===== src/hw/rtl/cau_pkg.sv =====
// Package for the complex arithmetic unit: command and status codes, pipeline
// constants and the structs that travel down the divide and square-root pipe.
// No dependencies.
package cau_pkg;

  typedef enum logic [2:0] {
    CMD_ADD = 3'd0,
    CMD_SUB = 3'd1,
    CMD_MUL = 3'd2,
    CMD_DIV = 3'd3,
    CMD_MAG = 3'd4
  } cmd_e;

  typedef enum logic [1:0] {
    ST_OK       = 2'd0,
    ST_DIV_ZERO = 2'd1,
    ST_SAT      = 2'd2
  } status_e;

  // One quotient or root bit per iteration stage.
  localparam int unsigned NSTEP = 33;
  // Input register, multiply, sum, absolute value, setup, iterations, round, saturate.
  localparam int unsigned LATENCY = 5 + NSTEP + 2;

  // Partial remainder, quotient or root, and the dividend or radicand bits still
  // to be shifted in (most significant first).
  typedef struct packed {
    logic [64:0] rem;
    logic [32:0] quo;
    logic [65:0] feed;
  } lane_t;

  // Everything an item carries besides the iteration lanes.
  typedef struct packed {
    logic        neg_re;
    logic        neg_im;
    logic        ovf_re;
    logic        ovf_im;
    logic        div_zero;
    logic [31:0] res_re;
    logic [31:0] res_im;
    status_e     st;
  } side_t;

  typedef struct packed {
    logic [2:0]  cmd;
    side_t       side;
    logic [63:0] den;
    lane_t       re;
    lane_t       im;
  } iter_t;

endpackage


===== src/hw/rtl/cau_iter_stage.sv =====
// One registered stage of the shared divide / square-root pipeline.
// Each stage produces one quotient bit (division) or one root bit (magnitude).
// Depends on cau_pkg.
module cau_iter_stage (
  input  logic           clk_i,
  input  logic           rst_ni,
  input  logic           valid_i,
  input  cau_pkg::iter_t data_i,
  output logic           valid_o,
  output cau_pkg::iter_t data_o
);

  logic           valid_q;
  cau_pkg::iter_t data_d;
  cau_pkg::iter_t data_q;
  logic           sqrt_mode;

  // Restoring step: one dividend bit against the divisor, or two radicand bits
  // against the trial value 4*root+1.
  function automatic cau_pkg::lane_t step(cau_pkg::lane_t l, logic [63:0] den, logic sq);
    logic [64:0]    r2;
    logic [64:0]    t;
    logic           take;
    cau_pkg::lane_t o;
    if (sq) begin
      r2     = {l.rem[62:0], l.feed[65:64]};
      t      = {30'd0, l.quo, 2'b01};
      o.feed = {l.feed[63:0], 2'b00};
    end else begin
      r2     = {l.rem[63:0], l.feed[65]};
      t      = {1'b0, den};
      o.feed = {l.feed[64:0], 1'b0};
    end
    take  = (r2 >= t);
    o.rem = take ? (r2 - t) : r2;
    o.quo = {l.quo[31:0], take};
    return o;
  endfunction

  always_comb begin
    sqrt_mode = (data_i.cmd == cau_pkg::CMD_MAG);
    data_d    = data_i;
    data_d.re = step(data_i.re, data_i.den, sqrt_mode);
    data_d.im = step(data_i.im, data_i.den, sqrt_mode);
  end

  always_ff @(posedge clk_i or negedge rst_ni) begin
    if (!rst_ni) begin
      valid_q <= 1'b0;
    end else begin
      valid_q <= valid_i;
    end
  end

  always_ff @(posedge clk_i) begin
    if (valid_i) begin
      data_q <= data_d;
    end
  end

  assign valid_o = valid_q;
  assign data_o  = data_q;

endmodule


===== config.mk =====
export PLATFORM = sky130hd
export DESIGN_NAME = cau_iter_stage
export DESIGN_NICKNAME = d
export VERILOG_FILES = /design/src/hw/rtl/cau_pkg.sv /design/src/hw/rtl/cau_iter_stage.sv
export SDC_FILE = /design/constraint.sdc
export NUM_CORES = 1
export LEC_CHECK = 0
export ABC_AREA = 1
export BUFFER_PORTS_ARGS = -buffer_cell sky130_fd_sc_hd__buf_2
export CAP_MARGIN = 5
export CELL_PAD_IN_SITES_DETAIL_PLACEMENT = 1
export CELL_PAD_IN_SITES_GLOBAL_PLACEMENT = 2
export CORE_AREA = 2 2 366 368
export DETAILED_ROUTE_END_ITERATION = 6
export DIE_AREA = 0 0 368 370
export PLACE_DENSITY_LB_ADDON = 0.1
export SLEW_MARGIN = 10
export SYNTH_ARGS = -nofsm -noshare
export SYNTH_HDL_FRONTEND = slang
export SYNTH_SLANG_ARGS = --single-unit

===== constraint.sdc =====
create_clock -name clk_i -period 0.8 [get_ports clk_i]
set_input_delay 0.08 -clock clk_i [delete_from_list [all_inputs] [get_ports clk_i]]
set_output_delay 0.08 -clock clk_i [all_outputs]
set_load 0.03 [all_outputs]

# [Word level (Yosys, flattened, before mapping)]
# Cells that the tools add are included.
# W data, S select, Z words.
[totals] ff_bits=467 input_bits=469 output_inout_bits=467 wordCells=32
[classes] n_addsub=2 magnitude_cmp=2 eq_ne=1 muxes=8
[ops] operator="$mux W65" n=4
[ops] operator="$mux W66" n=2
[ops] operator="$ge A65 B65 Y1" n=2
[ops] operator="$sub A65 B65 Y65" n=2
[ops] operator="$mux W64" n=2
[ops] operator="$eq A3 B3 Y1 const B" n=1

# [Logic depth before layout (Yosys ltp)]
[logic_depth] word_depth=4 depth_mapped=25 mapped_depth_nobuf=22

# [Least setup slack after synthesis]
# Ideal clock, no wire load.
[synth_path] path_kind="input-to-reg" start="input port data_i[464] (netlist name)" end="register data_q, in the netlist data_o[311] (data pin)" setup_ns=0.253 t_arrival_ns=2.766 required_time_ns=0.547 path_slack_ns=-2.219 stages=17 path_buffers=5 path_cell_list="nor2_2 -> nand2_2 -> clkbuf_1 -> clkbuf_1 -> clkbuf_1 -> nand2_1 -> ha_1 -> nand2_1 -> nor2_1 -> nand2_1 -> nor2_2 -> and3_1 -> nand4_1 -> buf_2 -> buf_2 -> nand4_1 -> nand2_1"
[synth_lines] item="start, declared" line_no="cau_iter_stage.sv:8" source="input cau_pkg::iter_t data_i,"
[synth_lines] item="end signal, assigned" line_no="cau_iter_stage.sv:57" source="data_q <= data_d;"
[synth_lines] item="end, declared" line_no="cau_iter_stage.sv:15" source="cau_pkg::iter_t data_q;"

==> results.toml <==
[status]
outcome = "complete, but fails checks"
violations_in_the_final_reports = "negative hold slack, negative setup slack"

[clocking]
numClockSinks = 465
clk_pin_slew_worst_paths_ns = 0.05
cts_hold_buf = 335
cts_made_buffers = 60
cts_tree = "built"
ctsRootBufferMaster = "sky130_fd_sc_hd__clkbuf_16"
cts_buffer_depth = 3
htree_levels = 2

[min_path]
hp-class = "primary input to flop"
min_from = "data_i[286]"

[floorplan]
floorplan.die.height_um = 370
floorplan.initialDensity = 0.2424
num_io_pins = 936
floorplan.core_area_um2 = 132500
placementRows = 134
full_die_area_um2 = 136200
die_width_um = 368

[yosys]
synth_sequential_area_ratio = 0.4348
synth_seq_cells = 465
synth.avg_cell_area_um2 = 7.020
yosys_warnings = 0
number_of_cells_produced_by_synthesis = 4573
synth.distinct_cells = 31
post_synth_instance_area_um2 = 32100

[sta]
whs_ns = -0.09159
final-setup-viol-count = 1161
finalWorstPathRequiredPeriod_ns = 2.625
worst_pin_slew_ns = 1.006
timing.final.crit_share = 3.282
unrepaired_setup_endpoints_after_global_routing = "true"
setup_slack_ns = -1.825
hold_viol_final = 29
maxSlewHeadroom = 0.3295
final_max_slew_viol_count = 0
max_clock_freq_ghz = 0.3809

[finish]
synthToLayoutAreaGrowth_pct = 65.59
layout.cells.most_common_list = "sky130_fd_sc_hd__nand2_1 (2083), sky130_fd_sc_hd__buf_2 (925), sky130_fd_sc_hd__buf_4 (813)"
proportion_of_layout_cells_with_a_drive_suffix_above_1 = 0.3497
fill_count = 16497
commonest_non_fill_non_tap_cell_in_the_layout = "sky130_fd_sc_hd__nand2_1"
final_net_count = 7255

[power]
power.share.combinational = 0.405
power.share.clock = 0.291
power.share.switching = 0.3861
cellInternalPower_w = 0.06381
power_leakage_nw = 27.95
vdd_drop_max_mv = 1.824
power.sequential.fraction = 0.304
power_density_nw_per_um2 = 1955
power.net_switching_w = 0.04013

[global_routing]
maximum_number_of_pins_on_one_net_before_global_route_repair = 90
grtUsageTotal = 0.3048
grt_first_pass_wirelength_mm = 296.1
number_of_global_route_vias_before_repair = 39849
grt_overflow_total = 0
antenna_violations_before_repair = 61

[drt]
post_drt_wl_per_cell_um = 25.23
router_iterations_before_antenna_repair = 5
detail-route-antenna-nets = 0
drc = 0
routed_via_density = 4.535
initial_detailed_routing_violation_count = 2444
postRouteWirelength_mm = 214.2
vias = 38495

[placed_design]
preCtsSetupSlack_ns = -3.112
place_hpwl_mm = 177.8
io_buffer_count = 931
gp_routability_congestion = 0.9386

[setup_path]
crit_fanout = 18
cp_launch_type = "primary input"
crit_type = "primary input to flop"
worst_ep_required_time_ns = 1.19
worst_setup_path_startpoint = "data_i[463]"
critPathArrivalTime_ns = 3.02
end_kind = "flop"

[job]
cap_violations = 0
area by class of cell:
type / instances / area (µm²) / share of cell area
clock buffers: 69 / 1535 / 0.02888
flip-flops and latches: 465 / 13960 / 0.2626
repair inverters: 2 / 46.29 / 0.0008708
repair buffers: 2148 / 15490 / 0.2914
clock inverters: 42 / 595.6 / 0.01120
well taps: 1768 / 2212 / 0.04161
multi-input cells: 3252 / 16520 / 0.3108
diodes: 16 / 40.04 / 0.0007532
inverters: 727 / 2756 / 0.05185
layer usage:
layer | up-vias | share of wire | GRT usage
li1 | 18524 | - | -
met1 | 18548 | 0.42 | 0.3810
met2 | 1088 | 0.48 | 0.5301
met3 | 297 | 0.055 | 0.05357
met4 | 38 | 0.039 | 0.09772
met5 | - | 0.00098 | 0
flip-flops by register name (all words and copies together) (netlist names):
register / flops
valid_o: 1
data_o: 464
logic make-up after synthesis:
family	after synthesis	share of synthesized area
simple gates	2832	0.3563
buf+inv	857	0.1053
flops	465	0.4348
compound gates	226	0.03547
fa+ha+maj	130	0.05113
xor+xnor	62	0.01691
other cells	1	0.0001168
power by group through the flow:
stage | Sequential (W) | Combinational (W) | Clock [W]
floorplan | 0.0373 | 0.0130 | 0
global placement | 0.0320 | 0.0382 | 0
detailed placement | 0.0320 | 0.0385 | 0
CTS | 0.0316 | 0.0414 | 0.0308
global route | 0.0318 | 0.0451 | 0.0316
finish | 0.0316 | 0.0421 | 0.0302
cell usage after synthesis:
library cell / n / area [µm²]
sky130_fd_sc_hd__a21oi_1: 89 / 445.4
sky130_fd_sc_hd__a21oi_2: 2 / 17.52
sky130_fd_sc_hd__and2_1: 13 / 81.33
sky130_fd_sc_hd__and3_1: 12 / 75.07
sky130_fd_sc_hd__buf_1: 3 / 11.26
sky130_fd_sc_hd__buf_2: 53 / 265.3
sky130_fd_sc_hd__buf_4: 6 / 45.04
sky130_fd_sc_hd__buf_6: 10 / 112.6
sky130_fd_sc_hd__clkbuf_1: 58 / 217.7
sky130_fd_sc_hd__clkinv_1: 1 / 3.750
sky130_fd_sc_hd__conb_1: 1 / 3.750
sky130_fd_sc_hd__dfrtp_1: 1 / 25.02
sky130_fd_sc_hd__edfxtp_1: 464 / 13930
sky130_fd_sc_hd__fa_1: 2 / 40.04
sky130_fd_sc_hd__ha_1: 128 / 1602
sky130_fd_sc_hd__inv_1: 716 / 2688
sky130_fd_sc_hd__inv_2: 10 / 37.54
sky130_fd_sc_hd__nand2_1: 2244 / 8423
sky130_fd_sc_hd__nand2_2: 2 / 12.51
sky130_fd_sc_hd__nand3_1: 123 / 615.6
sky130_fd_sc_hd__nand3_2: 3 / 30.03
sky130_fd_sc_hd__nand3b_1: 4 / 30.03
sky130_fd_sc_hd__nand4_1: 140 / 875.8
sky130_fd_sc_hd__nor2_1: 206 / 773.2
sky130_fd_sc_hd__nor2_2: 11 / 68.82
sky130_fd_sc_hd__nor3_1: 18 / 90.09
sky130_fd_sc_hd__nor3_2: 3 / 30.03
sky130_fd_sc_hd__nor4_1: 18 / 112.6
sky130_fd_sc_hd__o21ai_0: 135 / 675.7
sky130_fd_sc_hd__or2_2: 35 / 219.0
sky130_fd_sc_hd__xor2_1: 62 / 543.0
what timing repair did:
action                     CTS  global route
gates resized for setup    271           202
gates cloned                 5             1
setup endpoints to repair  697          1169
hold endpoints to repair   435            21
pin swaps                   40            37
buffers inserted            23             9
critical path, cell delays in order:
cell,delay (ns)
sky130_fd_sc_hd__buf_2,0.12
sky130_fd_sc_hd__nor2_4,0.17
sky130_fd_sc_hd__nand2_8,0.10
sky130_fd_sc_hd__buf_12,0.17
sky130_fd_sc_hd__clkinv_16,0.09
sky130_fd_sc_hd__buf_4,0.15
sky130_fd_sc_hd__o21ai_0,0.13
sky130_fd_sc_hd__buf_4,0.19
sky130_fd_sc_hd__ha_4,0.30
sky130_fd_sc_hd__nand2_1,0.12
sky130_fd_sc_hd__nor2_2,0.15
sky130_fd_sc_hd__nand2_1,0.14
sky130_fd_sc_hd__nor2_4,0.12
sky130_fd_sc_hd__and3_4,0.22
sky130_fd_sc_hd__nand4_1,0.10
sky130_fd_sc_hd__buf_4,0.17
sky130_fd_sc_hd__buf_4,0.22
sky130_fd_sc_hd__nand4_1,0.12
sky130_fd_sc_hd__nand2_1,0.11
per-stage QoR:
stage	cells	cell area [µm²]	total power [W]	util	setup TNS, ns
floorplan	4574	32610	0.05025	-	-280.08
global placement	7989	45560	0.07025	0.3440	-581.61
detailed placement	7989	45560	0.07043	0.3440	-586.84
CTS	8463	52340	0.1038	0.3952	-701.72
global route	8475	53130	0.1085	0.4011	-758.63
finish	8489	53160	0.1039	0.4014	-698.93
path summary, 6_finish.rpt:
| check | end | slack, ns | cells past startpoint |
|---|---|---|---|
| worst max-delay path | data_o[300] | -1.83 | 19 |
| max in group asynchronous | valid_o | 0.45 | 3 |
| worst min-delay path | data_o[288] | -0.09 | 5 |
| min in group asynchronous | valid_o | 0.25 | 3 |
No activity file was read; power rests on OpenSTA's default activity.
